**src/rtl/rdq_pkg.sv**
```systemverilog
// shared types, constants and codes of the dma double-buffer receive queue
package rdq_pkg;

    localparam int HALF_SIZE = 64;
    localparam int MAX_READ  = 32;
    localparam int RING_SIZE = 2 * HALF_SIZE;
    localparam int RING_W    = $clog2(RING_SIZE);
    // index arithmetic width, one bit above the ring index
    localparam int AW        = RING_W + 1;
    // width of a byte count within one read
    localparam int N_W       = $clog2(MAX_READ + 1);
    // command queue depth between front and back
    localparam int CQ_DEPTH  = 4;
    localparam int CQ_W      = $clog2(CQ_DEPTH);

    typedef enum logic [1:0] {
        OP_DEPOSIT = 2'd0,
        OP_PUBLISH = 2'd1,
        OP_READ    = 2'd2,
        OP_FLUSH   = 2'd3
    } op_t;

    localparam logic [1:0] ST_OK     = 2'd0;
    localparam logic [1:0] ST_EMPTY  = 2'd1;
    localparam logic [1:0] ST_INCONS = 2'd2;

    typedef enum logic [1:0] {
        CMD_SINGLE  = 2'd0,
        CMD_DEPOSIT = 2'd1,
        CMD_READ    = 2'd2
    } cmd_kind_t;

    typedef struct packed {
        op_t        op;
        logic [6:0] store_index;
        logic [7:0] store_byte;
        logic [6:0] new_write_index;
        logic [5:0] read_count;
    } in_word_t;

    typedef struct packed {
        logic [7:0] data_byte;
        logic [1:0] status;
        logic [7:0] published_count;
        logic       last;
    } out_word_t;

    typedef struct packed {
        cmd_kind_t         kind;
        logic [RING_W-1:0] addr;
        logic [7:0]        wbyte;
        logic [N_W-1:0]    n;
        logic [1:0]        status;
        logic [7:0]        count;
    } cmd_t;

    // command queue status toward its neighbors
    typedef struct packed {
        logic full;
        logic valid;
    } cq_stat_t;

endpackage

```
**src/rtl/dma_double_buffer_rx_queue_top.sv**
```systemverilog
// top level of the dma double-buffer receive queue
// path: command queue, issue stage with the ring read, output register
// throughput: one input word per cycle while the command queue has room; one
//   result word per cycle unless rsp_stall; a read of n bytes yields n words
// the single read port of the ring memory sets the one-byte-per-cycle rate
// reset: indices and ready flag cleared at once, ring contents undefined
module dma_double_buffer_rx_queue_top (
    input  logic               clk,
    input  logic               rst_n,
    input  logic               req_valid,
    output logic               req_stall,
    input  rdq_pkg::in_word_t  req_word,
    output logic               rsp_valid,
    input  logic               rsp_stall,
    output rdq_pkg::out_word_t rsp_word
);
    import rdq_pkg::*;

    logic     push, pop;
    cmd_t     push_cmd, head;
    cq_stat_t cq_stat;

    assign req_stall = cq_stat.full;

    // index keeping and classification
    rdq_front u_front (
        .clk       (clk),
        .rst_n     (rst_n),
        .req_valid (req_valid),
        .req_word  (req_word),
        .cq_full   (cq_stat.full),
        .push      (push),
        .push_cmd  (push_cmd)
    );

    // command queue
    rdq_cmd_fifo u_cq (
        .clk      (clk),
        .rst_n    (rst_n),
        .push     (push),
        .push_cmd (push_cmd),
        .pop      (pop),
        .head     (head),
        .stat     (cq_stat)
    );

    // ring access and result words
    rdq_back u_back (
        .clk       (clk),
        .rst_n     (rst_n),
        .cq_valid  (cq_stat.valid),
        .head      (head),
        .pop       (pop),
        .rsp_valid (rsp_valid),
        .rsp_stall (rsp_stall),
        .rsp_word  (rsp_word)
    );

endmodule

```
**src/rtl/rdq_ram.sv**
```systemverilog
// generic single-write, single-read ram with registered read
module rdq_ram #(
    parameter int WIDTH = 8,
    parameter int DEPTH = 128
) (
    input  logic                     clk,
    input  logic                     we,
    input  logic [$clog2(DEPTH)-1:0] waddr,
    input  logic [WIDTH-1:0]         wdata,
    input  logic                     re,
    input  logic [$clog2(DEPTH)-1:0] raddr,
    output logic [WIDTH-1:0]         rdata
);

    logic [WIDTH-1:0] mem [DEPTH];

    // write port
    always_ff @(posedge clk)
    begin
        if (we)
        begin
            mem[waddr] <= wdata;
        end
    end

    // registered read port, holds when not enabled
    always_ff @(posedge clk)
    begin
        if (re)
        begin
            rdata <= mem[raddr];
        end
    end

endmodule

```
**src/rtl/rdq_cmd_fifo.sv**
```systemverilog
// short command queue between front and back, head visible without a pop
module rdq_cmd_fifo (
    input  logic            clk,
    input  logic            rst_n,
    input  logic            push,
    input  rdq_pkg::cmd_t   push_cmd,
    input  logic            pop,
    output rdq_pkg::cmd_t   head,
    output rdq_pkg::cq_stat_t stat
);
    import rdq_pkg::*;

    cmd_t          slot_reg [CQ_DEPTH];
    logic [CQ_W-1:0] wr_ptr_reg, wr_ptr_next;
    logic [CQ_W-1:0] rd_ptr_reg, rd_ptr_next;
    logic [CQ_W:0]   fill_reg, fill_next;

    // pointer and fill count update
    always_comb
    begin
        wr_ptr_next = wr_ptr_reg;
        rd_ptr_next = rd_ptr_reg;
        fill_next   = fill_reg;
        if (push)
        begin
            wr_ptr_next = (int'(wr_ptr_reg) == CQ_DEPTH - 1) ? '0 : wr_ptr_reg + 1'b1;
        end
        if (pop)
        begin
            rd_ptr_next = (int'(rd_ptr_reg) == CQ_DEPTH - 1) ? '0 : rd_ptr_reg + 1'b1;
        end
        if (push && !pop)
        begin
            fill_next = fill_reg + 1'b1;
        end
        else if (pop && !push)
        begin
            fill_next = fill_reg - 1'b1;
        end
    end

    always_ff @(posedge clk or negedge rst_n)
    begin
        if (!rst_n)
        begin
            wr_ptr_reg <= '0;
            rd_ptr_reg <= '0;
            fill_reg   <= '0;
        end
        else
        begin
            wr_ptr_reg <= wr_ptr_next;
            rd_ptr_reg <= rd_ptr_next;
            fill_reg   <= fill_next;
        end
    end

    // slot storage
    always_ff @(posedge clk)
    begin
        if (push)
        begin
            slot_reg[wr_ptr_reg] <= push_cmd;
        end
    end

    assign head       = slot_reg[rd_ptr_reg];
    assign stat.full  = (int'(fill_reg) == CQ_DEPTH);
    assign stat.valid = (fill_reg != '0);

endmodule

```
**src/rtl/rdq_front.sv**
```systemverilog
// front end: accepts words, keeps the ring indices and classifies each operation
module rdq_front (
    input  logic              clk,
    input  logic              rst_n,
    input  logic              req_valid,
    input  rdq_pkg::in_word_t req_word,
    input  logic              cq_full,
    output logic              push,
    output rdq_pkg::cmd_t     push_cmd
);
    import rdq_pkg::*;

    localparam logic [RING_W-1:0] HALF_IDX = RING_W'(HALF_SIZE);
    localparam logic [AW-1:0]     RING_A   = AW'(RING_SIZE);
    localparam logic [AW-1:0]     HALF_A   = AW'(HALF_SIZE);

    logic [RING_W-1:0] read_index_reg, read_index_next;
    logic [RING_W-1:0] write_index_reg, write_index_next;
    logic              data_ready_reg, data_ready_next;

    // publish evaluation
    logic [RING_W-1:0] t, ot, p;
    logic [AW-1:0]     pub_n;
    logic [1:0]        pub_st;
    logic [RING_W-1:0] pub_w, pub_r;
    logic [7:0]        pub_cnt;

    // read evaluation
    logic [N_W-1:0]    req;
    logic [AW-1:0]     avail;
    logic [N_W-1:0]    rd_n;
    logic [AW-1:0]     rd_end;

    assign push = req_valid && !cq_full;

    assign t  = RING_W'(req_word.new_write_index);
    assign ot = write_index_reg;
    assign p  = read_index_reg;

    // region rules of a publish, by old write index
    always_comb
    begin
        pub_st = ST_OK;
        pub_n  = '0;
        pub_w  = ot;
        pub_r  = p;
        if (int'(req_word.new_write_index) >= RING_SIZE)
        begin
            pub_st = ST_INCONS;
        end
        else if (t == ot)
        begin
            pub_n = '0;
        end
        else if (ot == '0)
        begin
            if (t > HALF_IDX)
            begin
                pub_n = AW'(t) - HALF_A;
                pub_w = t;
                pub_r = HALF_IDX;
            end
            else if (p == '0)
            begin
                pub_n = AW'(t);
                pub_w = t;
            end
            else if (p < HALF_IDX)
            begin
                pub_st = ST_INCONS;
            end
            else if (t == HALF_IDX)
            begin
                pub_n = AW'(p) - HALF_A;
                pub_w = HALF_IDX;
                pub_r = '0;
            end
        end
        else if (ot < HALF_IDX)
        begin
            if (p > ot)
            begin
                pub_st = ST_INCONS;
            end
            else if (t > HALF_IDX)
            begin
                pub_n = AW'(t) - HALF_A;
                pub_w = t;
                pub_r = HALF_IDX;
            end
            else if (t < ot)
            begin
                pub_st = ST_INCONS;
            end
            else
            begin
                pub_n = AW'(t) - AW'(ot);
                pub_w = t;
            end
        end
        else if (ot == HALF_IDX)
        begin
            if (t < HALF_IDX && t != '0)
            begin
                pub_n = AW'(t);
                pub_w = t;
                pub_r = '0;
            end
            else if (p == HALF_IDX)
            begin
                pub_n = (t == '0) ? HALF_A : AW'(t) - HALF_A;
                pub_w = t;
            end
            else if (p > HALF_IDX)
            begin
                pub_st = ST_INCONS;
            end
            else if (t == '0)
            begin
                pub_n = AW'(p);
                pub_w = '0;
                pub_r = HALF_IDX;
            end
        end
        else
        begin
            if (p < HALF_IDX || p > ot)
            begin
                pub_st = ST_INCONS;
            end
            else if (t < ot && t != '0)
            begin
                if (t > HALF_IDX)
                begin
                    pub_st = ST_INCONS;
                end
                else
                begin
                    pub_n = AW'(t);
                    pub_w = t;
                    pub_r = '0;
                end
            end
            else
            begin
                pub_n = (t == '0) ? RING_A - AW'(ot) : AW'(t) - AW'(ot);
                pub_w = t;
            end
        end
        if (pub_st != ST_OK)
        begin
            pub_n = '0;
            pub_w = ot;
            pub_r = p;
        end
    end

    // published count saturates at the field limit
    assign pub_cnt = (int'(pub_n) > 255) ? 8'hFF : 8'(pub_n);

    // read sizing: clamp the request, count the readable bytes
    always_comb
    begin
        if (int'(req_word.read_count) > MAX_READ)
        begin
            req = N_W'(MAX_READ);
        end
        else
        begin
            req = N_W'(req_word.read_count);
        end
        avail = AW'(write_index_reg) - AW'(read_index_reg)
              + ((write_index_reg < read_index_reg) ? RING_A : '0);
        rd_n  = (int'(avail) > int'(req)) ? req : N_W'(avail);
        rd_end = AW'(read_index_reg) + AW'(rd_n);
        if (rd_end >= RING_A)
        begin
            rd_end = rd_end - RING_A;
        end
    end

    // operation decode: next index state and the queued command
    always_comb
    begin
        read_index_next  = read_index_reg;
        write_index_next = write_index_reg;
        data_ready_next  = data_ready_reg;
        push_cmd.kind    = CMD_SINGLE;
        push_cmd.addr    = RING_W'(req_word.store_index);
        push_cmd.wbyte   = req_word.store_byte;
        push_cmd.n       = '0;
        push_cmd.status  = ST_OK;
        push_cmd.count   = '0;
        unique case (req_word.op)
            OP_DEPOSIT:
            begin
                if (int'(req_word.store_index) < RING_SIZE)
                begin
                    push_cmd.kind = CMD_DEPOSIT;
                end
            end
            OP_PUBLISH:
            begin
                push_cmd.status  = pub_st;
                push_cmd.count   = pub_cnt;
                write_index_next = pub_w;
                read_index_next  = pub_r;
                if (pub_n != '0)
                begin
                    data_ready_next = 1'b1;
                end
            end
            OP_READ:
            begin
                if (!data_ready_reg || req == '0)
                begin
                    push_cmd.status = ST_EMPTY;
                end
                else
                begin
                    data_ready_next = (int'(avail) > int'(rd_n));
                    if (rd_n == '0)
                    begin
                        push_cmd.status = ST_EMPTY;
                    end
                    else
                    begin
                        push_cmd.kind   = CMD_READ;
                        push_cmd.addr   = read_index_reg;
                        push_cmd.n      = rd_n;
                        read_index_next = RING_W'(rd_end);
                    end
                end
            end
            OP_FLUSH:
            begin
                data_ready_next  = 1'b0;
                read_index_next  = '0;
                write_index_next = '0;
            end
            default:
            begin
                push_cmd.kind = CMD_SINGLE;
            end
        endcase
    end

    always_ff @(posedge clk or negedge rst_n)
    begin
        if (!rst_n)
        begin
            read_index_reg  <= '0;
            write_index_reg <= '0;
            data_ready_reg  <= 1'b0;
        end
        else if (push)
        begin
            read_index_reg  <= read_index_next;
            write_index_reg <= write_index_next;
            data_ready_reg  <= data_ready_next;
        end
    end

endmodule

```
**src/rtl/rdq_back.sv**
```systemverilog
// back end: executes queued commands on the ring and drives result words
module rdq_back (
    input  logic               clk,
    input  logic               rst_n,
    input  logic               cq_valid,
    input  rdq_pkg::cmd_t      head,
    output logic               pop,
    output logic               rsp_valid,
    input  logic               rsp_stall,
    output rdq_pkg::out_word_t rsp_word
);
    import rdq_pkg::*;

    localparam logic [AW-1:0] RING_A = AW'(RING_SIZE);

    // byte offset within the current read
    logic [N_W-1:0]    idx_reg, idx_next;

    // issue stage, ring data arrives with it
    logic              a_valid_reg, a_valid_next;
    logic              a_byte_reg, a_byte_next;
    logic [1:0]        a_status_reg, a_status_next;
    logic [7:0]        a_count_reg, a_count_next;
    logic              a_last_reg, a_last_next;

    logic              out_valid_reg, out_valid_next;
    out_word_t         out_word_reg, out_word_next;

    logic              b_free, a_adv, a_free, issue;
    logic              ram_we, ram_re;
    logic [RING_W-1:0] ram_raddr;
    logic [AW-1:0]     addr_sum;
    logic [7:0]        ram_rdata;
    logic              is_read, read_last;

    assign b_free  = !out_valid_reg || !rsp_stall;
    assign a_adv   = a_valid_reg && b_free;
    assign a_free  = !a_valid_reg || a_adv;
    assign issue   = cq_valid && a_free;
    assign is_read = (head.kind == CMD_READ);

    // ring address of the next byte, wrapping at the ring end
    always_comb
    begin
        addr_sum = AW'(head.addr) + AW'(idx_reg);
        if (addr_sum >= RING_A)
        begin
            addr_sum = addr_sum - RING_A;
        end
        ram_raddr = RING_W'(addr_sum);
        read_last = (idx_reg == head.n - 1'b1);
    end

    assign ram_re = issue && is_read;
    assign ram_we = issue && (head.kind == CMD_DEPOSIT);
    assign pop    = issue && (!is_read || read_last);

    rdq_ram #(
        .WIDTH(8),
        .DEPTH(RING_SIZE)
    ) u_ring (
        .clk   (clk),
        .we    (ram_we),
        .waddr (head.addr),
        .wdata (head.wbyte),
        .re    (ram_re),
        .raddr (ram_raddr),
        .rdata (ram_rdata)
    );

    // issue stage and byte counter
    always_comb
    begin
        idx_next      = idx_reg;
        a_valid_next  = a_valid_reg;
        a_byte_next   = a_byte_reg;
        a_status_next = a_status_reg;
        a_count_next  = a_count_reg;
        a_last_next   = a_last_reg;
        if (a_adv)
        begin
            a_valid_next = 1'b0;
        end
        if (issue)
        begin
            a_valid_next  = 1'b1;
            a_byte_next   = is_read;
            a_status_next = head.status;
            a_count_next  = head.count;
            a_last_next   = !is_read || read_last;
            if (is_read && !read_last)
            begin
                idx_next = idx_reg + 1'b1;
            end
            else
            begin
                idx_next = '0;
            end
        end
    end

    // output register
    always_comb
    begin
        out_valid_next = out_valid_reg;
        out_word_next  = out_word_reg;
        if (a_adv)
        begin
            out_valid_next                = 1'b1;
            out_word_next.data_byte       = a_byte_reg ? ram_rdata : '0;
            out_word_next.status          = a_status_reg;
            out_word_next.published_count = a_count_reg;
            out_word_next.last            = a_last_reg;
        end
        else if (!rsp_stall)
        begin
            out_valid_next = 1'b0;
        end
    end

    always_ff @(posedge clk or negedge rst_n)
    begin
        if (!rst_n)
        begin
            idx_reg       <= '0;
            a_valid_reg   <= 1'b0;
            out_valid_reg <= 1'b0;
        end
        else
        begin
            idx_reg       <= idx_next;
            a_valid_reg   <= a_valid_next;
            out_valid_reg <= out_valid_next;
        end
    end

    // payload registers
    always_ff @(posedge clk)
    begin
        a_byte_reg   <= a_byte_next;
        a_status_reg <= a_status_next;
        a_count_reg  <= a_count_next;
        a_last_reg   <= a_last_next;
        out_word_reg <= out_word_next;
    end

    assign rsp_valid = out_valid_reg;
    assign rsp_word  = out_word_reg;

endmodule
```
**config.mk**
```make
export PLATFORM = sky130hd
export DESIGN_NAME = dma_double_buffer_rx_queue_top
export DESIGN_NICKNAME = d
export VERILOG_FILES = /design/src/rtl/rdq_pkg.sv /design/src/rtl/dma_double_buffer_rx_queue_top.sv /design/src/rtl/rdq_ram.sv /design/src/rtl/rdq_cmd_fifo.sv /design/src/rtl/rdq_front.sv /design/src/rtl/rdq_back.sv
export SDC_FILE = /design/constraint.sdc
export NUM_CORES = 1
export LEC_CHECK = 0
export CAP_MARGIN = 5
export CORE_ASPECT_RATIO = 1.75
export CORE_MARGIN = 5
export CORE_UTILIZATION = 50
export DETAILED_ROUTE_END_ITERATION = 10
export DONT_BUFFER_PORTS = 1
export PLACE_DENSITY_LB_ADDON = 0.3
export RECOVER_POWER = 50
export SLEW_MARGIN = 5
export SYNTH_ARGS = -nofsm -noshare
export SYNTH_HDL_FRONTEND = slang
export SYNTH_SLANG_ARGS = --single-unit
```
**constraint.sdc**
```tcl
create_clock -name clk -period 7.1 [get_ports clk]
set_clock_uncertainty 0.15 [all_clocks]
set_input_delay 1.065 -clock clk [delete_from_list [all_inputs] [get_ports clk]]
set_output_delay 1.065 -clock clk [all_outputs]
set_load 0.02 [all_outputs]
```
==> Word level (Yosys, flattened, before mapping) <==
Memory sizes are Yosys's and may differ from the RTL's. A register that Yosys moved wholly into a read port is not among the register bits.
Cells that the tools add are included.
{ "totals": {"ff_bits": 61, "ram_bits": 1156, "input_bits": 34, "out_inout_bits": 21, "word_cells": 236, "n_memories": 2} }
{ "classes": {"addsub": 16, "n_lt_le_gt_ge": 13, "eq_ne": 36, "n_mux": 110, "reduce_logical": 42} }
{ "mem_list": {"columns": ["memory", "words", "width", "read_ports", "rd_ports_with_merged_regs", "write_ports", "line_no", "rtl"], "rows": [
  ["u_back.u_ring.mem", 128, 8, 1, 1, 1, "rdq_ram.sv:15", "logic [WIDTH-1:0] mem [DEPTH];"],
  ["u_cq.slot_reg", 4, 33, 1, 0, 1, "rdq_cmd_fifo.sv:13", "cmd_t slot_reg [CQ_DEPTH];"]
]} }
{ "op_table": {"columns": ["operator", "count"], "rows": [
  ["$mux W7", 44],
  ["$mux W8", 21],
  ["$mux W2", 19],
  ["$mux W6", 6],
  ["$ne A6 B4 Y1 const B", 4],
  ["$eq A7 B7 Y1 const B", 3],
  ["$logic_not A7 Y1", 3],
  ["$lt A7 B7 Y1 const B", 3],
  ["$pmux W7 S3", 1],
  ["$mux W9", 2],
  ["$reduce_and A17 Y1", 1],
  ["$add A7 B6 Y8", 2],
  ["$ge A8 B8 Y1 const B", 2],
  ["$gt A8 B6 Y1", 2],
  ["$sub A7 B7 Y8", 2],
  ["$sub A7 B7 Y8 const B", 2],
  ["$gt A7 B7 Y1 const B", 2],
  ["$lt A7 B7 Y1", 2],
  ["$ne A7 B5 Y1 const B", 2],
  ["$pmux W7 S2", 1],
  ["$sub A7 B1 Y7 const B", 2],
  ["$logic_not A6 Y1", 2],
  ["$ne A4 B4 Y1 const B", 3],
  ["$reduce_and A12 Y1", 1],
  ["other kinds (35)", 85]
]} }

==> Longest topological paths before layout <==
{ "depth": {"ltp_word": 13, "depth_mapped": 25, "mapped_depth_nobuf": 24} }

==> Hierarchy <==
A second synthesis with hierarchy kept.
{ "hier_totals": {"cells_unflattened": 2444, "hier_area_um2": 50178.1} }
{ "modules_own_cells": {"columns": ["mod", "instances", "cells_per_inst", "area_each_um2"], "rows": [
  ["rdq_ram", 1, 1635, 39745.6],
  ["rdq_cmd_fifo", 1, 210, 5230.0],
  ["rdq_front", 1, 468, 3389.5],
  ["rdq_back", 1, 131, 1813.0]
]} }

==> Worst setup path after synthesis <==
OpenSTA, ideal clock, no wires.
{ "synth_timing": {"path_type": "flip-flop to flip-flop", "startpoint": "reg u_cq.rd_ptr_reg[0]", "endpoint": "reg u_back.u_ring.rdata[0] (read register of u_back.u_ring.mem) (data pin)", "setup_ns": 0.260, "t_arrival_ns": 4.579, "required_time_ns": 6.690, "path_slack_ns": 2.112, "path_stages_with_launch": 11, "n_path_buf": 3, "synth_period_minus_slack_ns": 4.988, "cell_sequence": "dfrtp_1 buf_2 buf_2 mux4_2 ha_1 fa_1 xnor2_1 clkbuf_1 mux4_2 mux4_2 mux2_2"} }
{ "synth_between": {"elab_chain_len": 4} }
{ "synth_lines": {"columns": ["element", "line_no", "rtl"], "rows": [
  ["from (decl)", "rdq_cmd_fifo.sv:15", "logic [CQ_W-1:0] rd_ptr_reg, rd_ptr_next;"],
  ["from (signal assigned)", "rdq_cmd_fifo.sv:53", "rd_ptr_reg <= rd_ptr_next;"],
  ["$mem_v2 Z4 W33 *", null, null],
  ["$add A7 B6 Y8", "rdq_back.sv:45", "addr_sum = AW'(head.addr) + AW'(idx_reg);"],
  ["$sub A7 B1 Y7 or $ge A8 B8 Y1 (tied branches)", "rdq_back.sv:48, rdq_back.sv:46", null],
  ["$mux W7", "rdq_back.sv:46", "if (addr_sum >= RING_A)"],
  ["to (decl)", "rdq_ram.sv:12", "output logic [WIDTH-1:0] rdata"]
]} }
Every way passes the cells marked *; elsewhere a longest branch is shown, timed or not.
A chain may end at the register's enable or synchronous reset.

==> Final worst setup path <==
{ "layout_timing": {"startpoint": "reg u_front.read_index_reg[6] (netlist: u_front.p[6])", "endpoint": "reg u_front.read_index_reg[6] (netlist: u_front.p[6])"} }
{ "layout_between": {"elab_chain_len": 11} }
{ "layout_lines": {"columns": ["element", "line_no", "rtl"], "rows": [
  ["from (decl)", "rdq_front.sv:17", "logic [RING_W-1:0] read_index_reg, read_index_next;"],
  ["from (signal assigned)", "rdq_front.sv:258", "read_index_reg <= read_index_next;"],
  ["$lt A7 B7 Y1 or $gt A7 B7 Y1 (tied branches)", "rdq_front.sv:173, rdq_front.sv:114", null],
  ["$mux W8 or $mux W2 (tied branches)", "rdq_front.sv:173, rdq_front.sv:114", null],
  ["$add A8 B8 Y8 or $mux W2 (tied branches)", "rdq_front.sv:173, rdq_front.sv:109", null],
  ["$gt A8 B6 Y1 or $mux W2 (tied branches)", "rdq_front.sv:174, rdq_front.sv:103", null],
  ["$mux W6 or $mux W2 (tied branches)", "rdq_front.sv:174, rdq_front.sv:101", null],
  ["$add A7 B6 Y8 or $mux W2 (tied branches)", "rdq_front.sv:175, rdq_front.sv:79", null],
  ["$sub A7 B1 Y7, or another cell as far along", "rdq_front.sv:178", "rd_end = rd_end - RING_A;"],
  ["$mux W7 or $mux W2 (tied branches)", "rdq_front.sv:176, rdq_front.sv:51", null],
  ["$mux W7 or $reduce_bool A2 Y1 (tied branches)", "rdq_front.sv:222, rdq_front.sv:150", null],
  ["$mux W7 or $ne A2 B2 Y1 (tied branches)", null, null],
  ["$pmux W7 S3 or $reduce_and A17 Y1 (tied branches)", null, null]
]} }
Several ways; a longest one is shown, not always the timed one. The select of a mux whose other input is x is not followed.

==> flow_summary.toml <==
[layout]
final_net_count = 2576
antenna_diodes = 0
ff_latch_area_sq_um = 36600
most_used_cells_in_the_layout_excluding_fill_and_tap_cells = "1195 x sky130_fd_sc_hd__edfxtp_1, 364 x sky130_fd_sc_hd__mux4_2, 176 x sky130_fd_sc_hd__nor2_1"
multi_input_area_sq_um = 12700
layout_commonest_cell = "sky130_fd_sc_hd__edfxtp_1"
fillers = 7308
layout-drive-gt1-share_pct = 23.7
areaGrowthSynthToFinish_pct = 10.2
number_of_flip_flops_in_the_largest_register = 1024

[clocking]
max-clock-path-buffers = 3
post_cts_resize_count = 0
cts-root-buf = "sky130_fd_sc_hd__clkbuf_16"
cts-hold-fix-buffers = 2
tritoncts_clock_tree = "yes"
cts.clk_slew.worst_paths_ps = 70
cts_made_buffers = 103
clock_latency_ps = 700
cts_htree_levels = 3
cts.repair_timing.setup_buffer_count = 0
cts_sinks = 1225

[placed_design]
place.port_buffers = 0
routabilityCongestion = 0.977
post-dp-hpwl_mm = 79.9
detailedPlace.worstSlack_ps = 1260

[worst_setup_path]
cell_chain_of_the_critical_path = "inv_1, ha_1, nand4_1, a21o_2, a31oi_2, nor4_1, or4b_1, nor2_1, mux2_2, ha_1, fa_1, a21o_1, a21oi_1, nor2b_1, o21ai_0, nand2b_1, a31o_2, a22oi_1"
required_time_at_the_worst_slack_endpoint_ps = 7570
crit_path_start_kind = "flop"
ff2ff_setup_slack_ps = 1200
timing.critical_path.arrival_ps = 6370
cpPeakStageDelay_ps = 650
setup.worst_path.class = "reg2reg"
critPathCaptureType = "flop"
cp-startpoint = "u_front.p[6]"
crit_top_cell = "sky130_fd_sc_hd__ha_1"
path_max_fanout = 14
worst_r2r_startpoint = "u_front.p[6]"
cp_slowest_cell = "sky130_fd_sc_hd__dfrtp_1"

[yosys]
yosysWarningCount = 0
synth_compound_gate_area_share_pct = 2.74
synth_seq_cells = 1225
ys_seq_area_share_pct = 73.4
yosys.area_share.adder_pct = 1.68
synth-edff-count = 1195
xor_xnor_share_of_the_synthesized_area_pct = 0.473
syn_nets = 2533
largest_family_of_logic_cells_by_synthesized_area = "multiplexers"
synth_async_sr_flop_share_pct = 2.45
yosys.area_share.simple_pct = 3.50
synth_cell_types = 87
ys.flop_type = "sky130_fd_sc_hd__edfxtp_1"
synth.cell_area_sq_um = 49900
synthCells = 2435
avgSynthCellArea_sq_um = 20.5
post_synth_mux_area_share_pct = 17.0

[grt]
grt_max_degree = 109
first_global_vias = 25800
antenna_found_initial = 1
global_route.overflow_total = 0
grt_first_pass_wirelength_mm = 177
global_route.usage.total_pct = 22.6

[floorplan]
die_width_um = 249
die_area_sq_um = 107000
initial_utilization_pct = 50.3
row_count = 153
boundaryPins = 55
chipHeight_um = 428
fp.coreArea_sq_um = 99400

[detailed_routing]
antenna_left = 0
viasPerCell = 6.25
dr.max_layer_used = "met4"
detail_route.drc_violations = 0
drt_iter0_markers = 2046
first_pass_drt_iterations = 6
met3_length_mm = 5.92
wirelength_mm = 120
route.vias.total = 24300
wl_met2_mm = 68.6
routed_wire_length_per_instance_um = 31.0
detail_route.wirelength.met1_mm = 39.4

[sta]
maxClockFrequency_mhz = 169
timing.final.crit_period_ps = 5900
tns_ps = 0
finalSetupViolations = 0
hold_viol = 0
timing_worst_slew_pin_value_ps = 2480
drv_slew = 870
fin_crit_sh_pct = 83.1
setup_ws_ps = 1200
grt_setup_unrepaired = "no"
timing.max_slew.rel_slack_pct = -65.1

[status]
run_status = "finished, violations left"
violations_in_the_final_reports = "capacitance limit, slew limit"

[min_path]
min_from = "u_back.a_last_reg"
worst_hold_path_type = "reg2reg"

[flow_run]
number_of_max_cap_violations = 13
worst max-delay path: cells and delay by family (launching register included):
kind	cells	cell delay, ps
AO/OA/AOI/OAI	7	1560
adder cells (fa/ha/maj)	3	1120
buffers and inverters	1	260
flip-flops	1	650
multiplexers	1	450
AND/OR/NAND/NOR	6	1610
path summary, 6_finish.rpt:
check                                      to  cells past startpoint
min                        u_back.rsp_word[0]                      0
min reg2reg                u_back.rsp_word[0]                      0
max reg2reg                      u_front.p[6]                     18
max                              u_front.p[6]                     18
max in group asynchronous   u_back.idx_reg[3]                      2
min in group asynchronous        u_front.p[3]                      2
cells by family after synthesis:
logic type / after synthesis
adders and majority gates: 64
AOI/OAI and AO/OA: 197
muxes: 384
and+or+nand+nor: 383
buffers and inverters: 155
xor gates and xnor gates: 27
DFF: 1225
area by class of cell:
class | instances | area share, %
clock inverter | 68 | 1.27
timing repair buffer | 48 | 0.766
clock buffer | 125 | 4.96
inverter | 45 | 0.307
multi-input combinational | 1055 | 23.1
sequential | 1225 | 66.6
tap | 1317 | 2.99
cell usage after synthesis, types with 5 or more instances:
| library cell | instances | share of area [%] |
|---|---|---|
| sky130_fd_sc_hd__dfrtp_1 | 30 | 1.5 |
| sky130_fd_sc_hd__nor2_1 | 176 | 1.3 |
| sky130_fd_sc_hd__xor2_1 | 13 | 0.23 |
| sky130_fd_sc_hd__nor2b_1 | 13 | 0.16 |
| sky130_fd_sc_hd__o21ai_0 | 39 | 0.39 |
| sky130_fd_sc_hd__mux2_2 | 12 | 0.27 |
| sky130_fd_sc_hd__clkbuf_1 | 72 | 0.54 |
| sky130_fd_sc_hd__ha_1 | 59 | 1.5 |
| sky130_fd_sc_hd__nand3_1 | 12 | 0.12 |
| sky130_fd_sc_hd__nand4_1 | 13 | 0.16 |
| sky130_fd_sc_hd__a211oi_1 | 7 | 0.11 |
| sky130_fd_sc_hd__o31ai_1 | 7 | 0.11 |
| sky130_fd_sc_hd__buf_1 | 23 | 0.17 |
| sky130_fd_sc_hd__fa_1 | 5 | 0.20 |
| sky130_fd_sc_hd__nand2_1 | 84 | 0.63 |
| sky130_fd_sc_hd__nand2b_1 | 8 | 0.10 |
| sky130_fd_sc_hd__a22o_1 | 8 | 0.14 |
| sky130_fd_sc_hd__nor4_1 | 7 | 0.088 |
| sky130_fd_sc_hd__a32oi_1 | 5 | 0.088 |
| sky130_fd_sc_hd__inv_1 | 41 | 0.31 |
| sky130_fd_sc_hd__buf_2 | 7 | 0.070 |
| sky130_fd_sc_hd__o21a_1 | 14 | 0.21 |
| sky130_fd_sc_hd__nor3_1 | 20 | 0.20 |
| sky130_fd_sc_hd__edfxtp_1 | 1195 | 72 |
| sky130_fd_sc_hd__a21o_1 | 13 | 0.20 |
| sky130_fd_sc_hd__o211ai_1 | 5 | 0.075 |
| sky130_fd_sc_hd__mux4_2 | 369 | 17 |
| sky130_fd_sc_hd__and2_1 | 19 | 0.24 |
| sky130_fd_sc_hd__or3_1 | 7 | 0.088 |
| sky130_fd_sc_hd__xnor2_1 | 14 | 0.25 |
| sky130_fd_sc_hd__a21oi_1 | 42 | 0.42 |
stage by stage:
stage          cell area [sq um]  util (%)  hold slack [ps]  cells
6_report                   55000      55.4              271   3883
5_1_grt                    55000      55.4              276   3883
4_1_cts                    55100      55.5              260   3883
3_5_place_dp               51700      52.0              255   3688
3_3_place_gp               51700      52.0              270   3688
2_1_floorplan              49900         -              250   2435
layer usage:
| metal | global-route usage, % | vias to the layer above |
|---|---|---|
| met3 | 3.35 | 266 |
| met2 | 43.0 | 933 |
| li1 | - | 10200 |
| met4 | 10.4 | 0 |
| met5 | 0 | - |
| met1 | 24.6 | 12900 |
Power is left out: the tool's default activity adds up to more than one toggle a clock period on the data nets, which glitch-free logic cannot reach.
